`config.mk`:
```
export PLATFORM = sky130hd
export DESIGN_NAME = calendar_date_add_days_unit
export DESIGN_NICKNAME = d
export VERILOG_FILES = /design/src/cdad_pkg.sv /design/src/calendar_date_add_days_unit.sv /design/src/cdad_addsub.sv
export SDC_FILE = /design/constraint.sdc
export NUM_CORES = 1
export LEC_CHECK = 0
export BUFFER_PORTS_ARGS = -buffer_cell sky130_fd_sc_hd__buf_2
export CAP_MARGIN = 20
export CORE_UTILIZATION = 44
export CTS_CLUSTER_SIZE = 28
export DETAILED_ROUTE_END_ITERATION = 8
export PLACE_DENSITY = 0.7
export SLEW_MARGIN = 15
export SYNTH_ARGS = -nofsm -noshare
export SYNTH_HDL_FRONTEND = slang
export SYNTH_SLANG_ARGS = --single-unit
```
`constraint.sdc`:
```
create_clock -name clk_i -period 7.65 [get_ports clk_i]
set_input_delay 2.295 -clock clk_i [delete_from_list [all_inputs] [get_ports clk_i]]
set_output_delay 2.295 -clock clk_i [all_outputs]
set_load 0.03 [all_outputs]
```
`src/cdad_pkg.sv`:
```
// ----------------------------------------------------------------------------
// cdad_pkg: shared types and calendar helpers
// Beat layouts for the date adder and the month and year length lookups
// ----------------------------------------------------------------------------
package cdad_pkg;

  typedef struct packed {
    logic [13:0] in_year;
    logic [3:0]  in_month;
    logic [4:0]  in_day;
    logic [15:0] days_to_add;
  } in_item_t;

  typedef struct packed {
    logic [13:0] out_year;
    logic [3:0]  out_month;
    logic [4:0]  out_day;
    logic [8:0]  day_of_year;
    logic [8:0]  days_left;
    logic [4:0]  month_length;
    logic        leap;
    logic        bad_date;
  } out_item_t;

  localparam logic [3:0] MonthFeb = 4'd2;
  localparam logic [3:0] MonthApr = 4'd4;
  localparam logic [3:0] MonthJun = 4'd6;
  localparam logic [3:0] MonthSep = 4'd9;
  localparam logic [3:0] MonthNov = 4'd11;
  localparam logic [3:0] MonthDec = 4'd12;

  localparam logic [8:0] YearCycle = 9'd400;
  localparam logic [8:0] CenturyA  = 9'd100;
  localparam logic [8:0] CenturyB  = 9'd200;
  localparam logic [8:0] CenturyC  = 9'd300;

  // leap test from the year taken modulo 400
  function automatic logic leap_of(input logic [8:0] r400);
    leap_of = (r400[1:0] == 2'd0) && (r400 != CenturyA) &&
              (r400 != CenturyB) && (r400 != CenturyC);
  endfunction

  function automatic logic [4:0] month_days(input logic [3:0] m, input logic lp);
    logic [4:0] len;
    case (m) inside
      MonthApr, MonthJun, MonthSep, MonthNov: len = 5'd30;
      MonthFeb: len = lp ? 5'd29 : 5'd28;
      default: len = 5'd31;
    endcase
    month_days = len;
  endfunction

  function automatic logic [8:0] year_days(input logic lp);
    year_days = lp ? 9'd366 : 9'd365;
  endfunction

endpackage

```
`src/calendar_date_add_days_unit.sv`:
```
// ----------------------------------------------------------------------------
// calendar_date_add_days_unit: Gregorian date plus day count
// Iterative date adder built around one shared add/subtract unit
// ----------------------------------------------------------------------------
// Usage:
//   A beat on the input channel carries year, month, day and a day count.
//   in_stall_o is high from the accepting edge until the sequencer is done,
//   so one date is in flight at a time. The result beat carries the advanced
//   date plus the ordinal day, days left, month length and leap flag of the
//   input date, and a bad_date flag (then the date is echoed unchanged).
//   The sequencer reduces the year modulo 400, walks the months before the input
//   month (up to 11), works out the ordinal day and days left, adds the day
//   count, walks the years crossed, walks the months of the final year (up to
//   12), and loads the output register. The next date is taken at the earliest
//   in the cycle after the result is loaded.
//   Every step but the output load goes through the single shared adder.
//   The result waits in an output register; while out_stall_i holds it, the
//   next date is still taken and worked on, then waits before its own result.
//   Reset clears the sequencer and the output valid; no result is pending.
// ----------------------------------------------------------------------------
module calendar_date_add_days_unit #(
  parameter int ADD_WIDTH = 16
) (
  input  logic               clk_i,
  input  logic               rst_ni,
  input  logic               in_valid_i,
  output logic               in_stall_o,
  input  cdad_pkg::in_item_t  in_data_i,
  output logic               out_valid_o,
  input  logic               out_stall_i,
  output cdad_pkg::out_item_t out_data_o
);

  import cdad_pkg::*;

  localparam int TW = ((ADD_WIDTH > 9) ? ADD_WIDTH : 9) + 1;
  localparam int UW = (TW > 15) ? TW : 15;
  localparam int AW = (ADD_WIDTH < 16) ? ADD_WIDTH : 16;

  localparam logic [2:0] StIdle  = 3'd0;
  localparam logic [2:0] StMod   = 3'd1;
  localparam logic [2:0] StDoy   = 3'd2;
  localparam logic [2:0] StLeft  = 3'd3;
  localparam logic [2:0] StAdd   = 3'd4;
  localparam logic [2:0] StYear  = 3'd5;
  localparam logic [2:0] StMonth = 3'd6;
  localparam logic [2:0] StFin   = 3'd7;

  logic [2:0]  state_q, state_d;
  in_item_t    in_q, in_d;
  logic [UW-1:0] total_q, total_d;
  logic [2:0]  k_q, k_d;
  logic [3:0]  mon_q, mon_d;
  logic [8:0]  r400_q, r400_d;
  logic [8:0]  ry_q, ry_d;
  logic [13:0] oy_q, oy_d;
  logic [8:0]  doy_q, doy_d;
  logic [8:0]  left_q, left_d;
  out_item_t   out_q, out_d;
  logic        out_valid_q, out_valid_d;

  logic [UW-1:0] alu_a, alu_b, alu_res;
  logic          alu_sub, alu_borrow;
  logic          alu_pos;

  logic          leap_in, leap_run, bad;
  logic [4:0]    mlen_in;

  cdad_addsub #(
    .W(UW)
  ) u_alu (
    .a_i     (alu_a),
    .b_i     (alu_b),
    .sub_i   (alu_sub),
    .res_o   (alu_res),
    .borrow_o(alu_borrow)
  );

  // strictly greater: difference neither negative nor zero
  assign alu_pos = !alu_borrow && (alu_res != '0);

  assign leap_in  = leap_of(r400_q);
  assign leap_run = leap_of(ry_q);
  assign mlen_in  = month_days(in_q.in_month, leap_in);
  assign bad      = (in_q.in_month == 4'd0) || (in_q.in_month > MonthDec) ||
                    (in_q.in_day == 5'd0) || (in_q.in_day > mlen_in);

  assign in_stall_o  = (state_q != StIdle);
  assign out_valid_o = out_valid_q;
  assign out_data_o  = out_q;

  always_comb begin
    state_d     = state_q;
    in_d        = in_q;
    total_d     = total_q;
    k_d         = k_q;
    mon_d       = mon_q;
    r400_d      = r400_q;
    ry_d        = ry_q;
    oy_d        = oy_q;
    doy_d       = doy_q;
    left_d      = left_q;
    out_d       = out_q;
    out_valid_d = out_valid_q;
    alu_a       = total_q;
    alu_b       = '0;
    alu_sub     = 1'b1;

    if (out_valid_q && !out_stall_i) begin
      out_valid_d = 1'b0;
    end

    unique case (state_q)
      StIdle: begin
        if (in_valid_i) begin
          in_d    = in_data_i;
          total_d = UW'(in_data_i.in_year);
          k_d     = 3'd5;
          state_d = StMod;
        end
      end
      // restoring reduction of the year by 400 << k
      StMod: begin
        alu_b = UW'(YearCycle) << k_q;
        if (!alu_borrow) begin
          total_d = alu_res;
        end
        k_d = k_q - 3'd1;
        if (k_q == 3'd0) begin
          r400_d  = alu_borrow ? total_q[8:0] : alu_res[8:0];
          total_d = UW'(in_q.in_day);
          mon_d   = 4'd1;
          state_d = StDoy;
        end
      end
      StDoy: begin
        alu_sub = 1'b0;
        alu_b   = UW'(month_days(mon_q, leap_in));
        if (bad) begin
          state_d = StFin;
        end else if (mon_q < in_q.in_month) begin
          total_d = alu_res;
          mon_d   = mon_q + 4'd1;
        end else begin
          state_d = StLeft;
        end
      end
      StLeft: begin
        alu_a   = UW'(year_days(leap_in));
        alu_b   = total_q;
        doy_d   = total_q[8:0];
        left_d  = alu_res[8:0];
        state_d = StAdd;
      end
      StAdd: begin
        alu_sub = 1'b0;
        alu_b   = UW'(in_q.days_to_add[AW-1:0]);
        total_d = alu_res;
        ry_d    = r400_q;
        oy_d    = in_q.in_year;
        state_d = StYear;
      end
      StYear: begin
        alu_b = UW'(year_days(leap_run));
        if (alu_pos) begin
          total_d = alu_res;
          oy_d    = oy_q + 14'd1;
          ry_d    = (ry_q == YearCycle - 9'd1) ? 9'd0 : ry_q + 9'd1;
        end else begin
          mon_d   = 4'd1;
          state_d = StMonth;
        end
      end
      StMonth: begin
        alu_b = UW'(month_days(mon_q, leap_run));
        if (mon_q < MonthDec && alu_pos) begin
          total_d = alu_res;
          mon_d   = mon_q + 4'd1;
        end else begin
          state_d = StFin;
        end
      end
      StFin: begin
        if (!out_valid_q || !out_stall_i) begin
          out_valid_d        = 1'b1;
          out_d.month_length = mlen_in;
          out_d.leap         = leap_in;
          out_d.bad_date     = bad;
          if (bad) begin
            out_d.out_year    = in_q.in_year;
            out_d.out_month   = in_q.in_month;
            out_d.out_day     = in_q.in_day;
            out_d.day_of_year = '0;
            out_d.days_left   = '0;
          end else begin
            out_d.out_year    = oy_q;
            out_d.out_month   = mon_q;
            out_d.out_day     = total_q[4:0];
            out_d.day_of_year = doy_q;
            out_d.days_left   = left_q;
          end
          state_d = StIdle;
        end
      end
      default: state_d = StIdle;
    endcase
  end

  always_ff @(posedge clk_i or negedge rst_ni) begin
    if (!rst_ni) begin
      state_q     <= StIdle;
      out_valid_q <= 1'b0;
    end else begin
      state_q     <= state_d;
      out_valid_q <= out_valid_d;
    end
  end

  always_ff @(posedge clk_i) begin
    in_q    <= in_d;
    total_q <= total_d;
    k_q     <= k_d;
    mon_q   <= mon_d;
    r400_q  <= r400_d;
    ry_q    <= ry_d;
    oy_q    <= oy_d;
    doy_q   <= doy_d;
    left_q  <= left_d;
    out_q   <= out_d;
  end

endmodule

```
`src/cdad_addsub.sv`:
```
// ----------------------------------------------------------------------------
// cdad_addsub: shared add/subtract unit
// Single adder used for each arithmetic step of the date sequencer, with borrow out
// ----------------------------------------------------------------------------
module cdad_addsub #(
  parameter int W = 17
) (
  input  logic [W-1:0] a_i,
  input  logic [W-1:0] b_i,
  input  logic         sub_i,
  output logic [W-1:0] res_o,
  output logic         borrow_o
);

  logic [W:0] sum;

  always_comb begin
    if (sub_i) begin
      sum = {1'b0, a_i} - {1'b0, b_i};
    end else begin
      sum = {1'b0, a_i} + {1'b0, b_i};
    end
  end

  assign res_o    = sum[W-1:0];
  assign borrow_o = sub_i & sum[W];

endmodule

```
**Word-level counts from Yosys, hierarchy flattened**

Cells that the tools add are included.

- Register bits: 165
- Input bits: 43
- Word-level logic and storage cells: 156

- Add/subtract/negate cells: 6
- Order comparisons: 4
- Equal/unequal tests: 35
- Shift-type cells: 1
- Multiplexer cells: 48
- Bitwise logic cells: 1
- Reduce and logical (&&, ||, !) cells: 39

Operator list:

| kind | count |
|---|---|
| 17-bit one-hot mux with 6 select lines | 2 |
| 17-bit two-way mux | 8 |
| 41-bit two-way mux | 1 |
| 14-bit one-hot mux with 2 select lines | 1 |
| 9-bit two-way mux | 3 |
| 3-bit two-way mux | 8 |
| 3-bit one-hot mux with 8 select lines | 1 |
| 4-bit two-way mux | 5 |
| 17-bit by 17-bit adder with 18-bit output | 1 |
| 18-bit two-way mux | 1 |
| 2-bit != test, second input constant | 9 |
| 9-bit by 7-bit != test with 1-bit output, second input constant | 2 |
| 9-bit by 8-bit != test with 1-bit output, second input constant | 2 |
| 9-bit != test, second input constant | 2 |
| 9-bit one-hot mux with 2 select lines | 1 |
| 17-bit by 17-bit subtractor with 18-bit output | 1 |
| 17-bit nonzero test | 1 |
| 9-bit by 3-bit << shifter with 17-bit output, first input constant | 1 |
| 4-bit by 3-bit == test with 1-bit output, second input constant | 4 |
| 4-bit == test, second input constant | 4 |
| 2-bit two-way mux | 8 |
| 4-bit one-hot mux with 4 select lines | 1 |
| 14-bit by 1-bit adder with 14-bit output, second input constant | 1 |
| 14-bit two-way mux | 1 |
| other kinds (32) | 65 |

**Logic depth before layout (Yosys ltp)**

- Depth in word-level cells: 16
- Depth in mapped cells: 25
- Depth with buffers taken out: 21

**Cells and area by module**

Synthesis repeated with hierarchy kept, for this count alone.

- Cells, all modules: 781
- Area, all modules: 8602.0 sq um

By module, submodules not included:

| module | instances | cells an instance | area an instance (sq um) | sequential area each (sq um) |
|---|---|---|---|---|
| calendar_date_add_days_unit | 1 | 628 | 7532.2 | 4844.6 |
| cdad_addsub | 1 | 153 | 1069.8 | 0.0 |

**Least setup slack after synthesis**

Ideal clock, no wire load.

- Path kind: reg2reg
- Start: register mon_q[0]
- End: register oy_q[0] (enable)
- Setup time: 411 ps
- Data arrival time: 5367 ps
- Data required time: 7239 ps
- Path slack: 1873 ps
- Stages on the path, launching flop included: 22
- Path buffers: 1
- Period minus slack after synthesis: 5777 ps
- Cells stage by stage: edfxtp_1 -> inv_1 -> ha_1 -> and3_1 -> o21ai_0 -> a222oi_1 -> and4bb_1 -> and2_1 -> nand2b_1 -> o22ai_1 -> a22o_1 -> ha_1 -> nand2_1 -> o31ai_2 -> o211a_1 -> nor2_1 -> o311a_1 -> a31oi_1 -> or3_1 -> buf_2 -> o31ai_1 -> a21oi_1

- Cells in the longest elaborated chain, start to end: 11
- Elaborated cells between the ends (all ways): 20
- Classes of those cells: add/sub (2); eq/ne (6); mux (6); bitwise (1); reduce/logical (5)

Ends and longest elaborated chain:

| what | RTL line | text |
|---|---|---|
| from (decl) | calendar_date_add_days_unit.sv:53 | `logic [3:0] mon_q, mon_d;` |
| from (signal assigned) | calendar_date_add_days_unit.sv:223 | `mon_q <= mon_d;` |
| 4-bit by 3-bit == test with 1-bit output (tied with other cells) | calendar_date_add_days_unit.sv:138, calendar_date_add_days_unit.sv:175 |  |
| 4-bit OR reduction or 2-bit two-way mux (tied branches) | cdad_pkg.sv:45 | `case (m) inside` |
| 2-bit two-way mux | cdad_pkg.sv:45 |  |
| 17-bit one-hot mux with 6 select lines (*) | calendar_date_add_days_unit.sv:113 | `unique case (state_q)` |
| 17-bit by 17-bit subtractor with 18-bit output or 17-bit by 17-bit adder with 18-bit output (tied branches) | cdad_addsub.sv:19, cdad_addsub.sv:21 |  |
| 18-bit two-way mux (*) | cdad_addsub.sv:18 | `if (sub_i) begin` |
| branches (longest 2 deep; another with 17-bit nonzero test) | n/a |  |
| 1-bit logical AND (*) | calendar_date_add_days_unit.sv:80 | `assign alu_pos = !alu_borrow && (alu_res != '0);` |
| 2-bit != test (no source line) (*) | n/a |  |
| 2-bit AND reduction (no source line) (*) | n/a |  |
| to (signal assigned) | calendar_date_add_days_unit.sv:226 | `oy_q <= oy_d;` |
| to (decl) | calendar_date_add_days_unit.sv:56 | `logic [13:0] oy_q, oy_d;` |

Mark *: on every way between the ends.
A chain may end at the register's enable or synchronous reset.

**Final worst setup path**

- Start: register state_q[2]
- End: register total_q[10] (enable)

- Cells in the longest elaborated chain, start to end: 10
- Elaborated cells between the ends (all ways): 27
- Classes of those cells: add/sub (2); eq/ne (12); mux (4); bitwise (1); reduce/logical (8)

Ends and longest elaborated chain:

| what | RTL line | text |
|---|---|---|
| from (decl) | calendar_date_add_days_unit.sv:49 | `logic [2:0] state_q, state_d;` |
| from (signal assigned) | calendar_date_add_days_unit.sv:211 | `state_q <= StIdle;` |
| from (signal assigned) | calendar_date_add_days_unit.sv:214 | `state_q <= state_d;` |
| branches (longest 9 deep; another with 17-bit by 17-bit subtractor with 18-bit output) | n/a |  |
| 7-bit AND reduction (no source line) (*) | n/a |  |
| to (signal assigned) | calendar_date_add_days_unit.sv:221 | `total_q <= total_d;` |
| to (decl) | calendar_date_add_days_unit.sv:51 | `logic [UW-1:0] total_q, total_d;` |

Marks and branches as above.

==> run metrics <==
root buf cell clkbuf_16; unrepaired setup endpoints after global routing false; post-CTS sizing 0; setup TNS 0 ns; max_cap viols 0; Die Y between 100 and 150 microns; Initial DRC Count about 680; Max Clk Rate approximately 150 MHz; I/O pins 93; CTS tree built; worst r2r src state_q[2]; core footprint just under 20000 sq um; fin nets roughly 950; Setup Buffers After CTS 0; Commonest cells post-synth edfxtp_1 (158), nand2_1 (73), o21ai_0 (46); Worst setup SP type flip-flop; average size of a mapped cell between 10 and 15 sq um; ys flop type edfxtp_1; CP Capture Type flip-flop; layout cell share with drive strength beyond 1 between 10% and 20%; Yosys top cell area share approximately 53%; clk_lat worst skew approximately 0.44 ns; vias post-DR approximately 6.5k; gpl congestion just under 0.9; Slew headroom 35.60%; register area share after synthesis 54.07%; CP Cell Sequence or3_1 -> or2_0 -> o22a_1 -> a31oi_1 -> and4bb_1 -> and2_1 -> a21boi_0 -> o22ai_1 -> a22o_1 -> ha_1 -> nand2_1 -> o31ai_2 -> o211a_1 -> nor2_1 -> o311a_1 -> a31oi_1 -> or3_1 -> o31ai_1 -> a21o_1 -> a21oi_1 -> buf_4; drt via density 5.703; Req. time, crit path ~7.8 ns; worst hold path startpoint total_q[4]; Hold Fails Final Rpt 0; #FFs+latches synth 162; HPWL after DPL 15.38 mm; Critical Path Fanout Max 32; Post-Syn Instances between 700 and 800; clock-pin slew on the worst setup and hold paths ~0.070 ns; CP max stage delay ~0.74 ns; Finished Core Util 52.02%; Post-Layout Cell Count ~1.1k; Post-Syn Area between 8000 and 9000 sq um; Worst Hold Class reg -> reg; hold depth 0; Tmin final 6.554 ns; Worst Tran Pin Value a little under 1 ns; # hold bufs at CTS 0; critical path class reg -> reg; cell row count 51; die area approximately 21000 sq um; largest net degree at the start of global routing between 40 and 50; first-pass GRT wire length about 33 mm; RR Endpoint total_q[10]; status completed; CTS buffer count 17; FFs w/ async S/R, synth between 2 and 2.5%; detailed-route DRC error count 0; gr usage total around a fifth; initial antenna violation count 0; Antenna Nets Post-Route 0; Worst path slowest cell dfrtp_1; YS warnings 0; Setup Skew about 0.018 ns; IO Port Bufs slightly below 90; hold worst-path end doy_q[4]; number of synthesized flops with an enable pin between 150 and 200; CTS HTree Levels 4; DR pass1 iterations 6; Synth area leaders edfxtp_1 (53%), ha_1 (4.9%), nand2_1 (3.1%); grt total ovfl 0; endpoints failing setup 0; largest area contributor in the netlist edfxtp_1; count leader, synth edfxtp_1; Die Wd about 140 microns; CTS Sinks roughly 160; clk buf depth 2; drt total wl around 21 mm; reg2reg path depth 21; area grow syn2layout 14.48%; vias in the first global route 6049; library cells used by synthesis 80; Initial Utilization approximately 45%; flop-to-flop setup slack about 1.1 ns; WL/cell about 18 microns; Worst EP arrival between 6 and 7 ns; Final Slew Violations 0; DP Cell Count around 1.1k; Final Cycle Share between 80% and 90%
==> registers in the layout, indices dropped and copies added, names as in the netlist, 4 cells and up <==
register    count
out_data_o     45
left_q          9
mon_q           4
r400_q          9
doy_q           9
oy_q           14
ry_q            9
total_q        17
in_q           39
==> stage by stage <==
step	hold slack, ns	cell area (sq um)	setup slack (ns)
floorplan	0.4264	8967	1.873
global placement	0.4298	9646	1.450
detailed placement	0.4536	9646	1.349
CTS	0.4690	10250	1.275
global route	0.4937	10250	0.6493
finish	0.4710	10260	1.096
==> layout make-up <==
type                            instances  area [sq um]
Multi-Input combinational cell        556          3835
Timing Repair Buffer                   97         505.5
Clock buffer                           17         425.4
Antenna cell                            1         2.502
Tap cell                              265         331.6
Fill cell                            1722          9460
Inverter                               35         131.4
Sequential cell                       162          4845
Clock inverter                         15         181.4
==> critical path: cells and delay by family, from the launching register on <==
kind / cells / cell delay [ns]
simple gates: 7 / 2.02
compound gates: 12 / 2.82
fa+ha+maj: 1 / 0.36
flops: 1 / 0.74
buf+inv: 1 / 0.28
==> metal layers <==
metal	vias up	share of wire (%)	GRT usage, %
met3	32	6.6	4.245
met5	-	0	0
met2	284	46	33.30
met4	0	2.1	7.202
met1	3136	45	29.21
li1	3095	-	-
==> how the worst max path moves through the flow <==
stage	from	end	slack, ns	depth (start not counted)
2_1_floorplan	mon_q[0]	oy_q[0]	1.87	21
3_3_place_gp	state_q[2]	total_q[14]	1.45	21
3_5_place_dp	state_q[1]	total_q[14]	1.35	20
4_1_cts	state_q[2]	total_q[9]	1.27	21
5_1_grt	state_q[2]	total_q[9]	0.65	21
6_report	state_q[2]	total_q[10]	1.10	21
==> placed cells by master, fill, tap and decap left out, types with 5 or more instances in the layout <==
| cell type | instances |
|---|---|
| buf_2 | 89 |
| nand2_1 | 72 |
| o21ai_0 | 46 |
| inv_1 | 32 |
| clkbuf_16 | 17 |
| nor2_1 | 43 |
| mux2_4 | 5 |
| xor2_1 | 20 |
| buf_4 | 8 |
| a222oi_1 | 8 |
| nand3_1 | 19 |
| mux2_2 | 17 |
| edfxtp_1 | 158 |
| xnor2_1 | 25 |
| and4_1 | 6 |
| or3_1 | 8 |
| nor3_1 | 6 |
| o211ai_1 | 7 |
| a22o_1 | 6 |
| o21ai_1 | 5 |
| ha_1 | 35 |
| or2_2 | 5 |
| a21boi_0 | 5 |
| and2_1 | 23 |
| nand2b_1 | 17 |
| a211oi_1 | 6 |
| a21oi_1 | 29 |
| and3_1 | 16 |
| nor3b_1 | 6 |
| nor2b_1 | 17 |
| a22oi_1 | 5 |
| a31oi_1 | 16 |
| o21a_1 | 5 |
==> cell families after synthesis <==
| family | Yosys count | share of synthesized area [%] |
|---|---|---|
| AO/OA/AOI/OAI | 178 | 13.31 |
| other | 1 | 0.04185 |
| adder cells (fa/ha/maj) | 36 | 5.111 |
| XOR/XNOR | 45 | 4.399 |
| AND/OR/NAND/NOR | 269 | 16.21 |
| flip-flops | 162 | 54.07 |
| multiplexers | 25 | 3.337 |
| buffers and inverters | 70 | 3.519 |
Power is not shown: default switching activity piles up to over one toggle a cycle in this logic, so the estimate is an artifact.
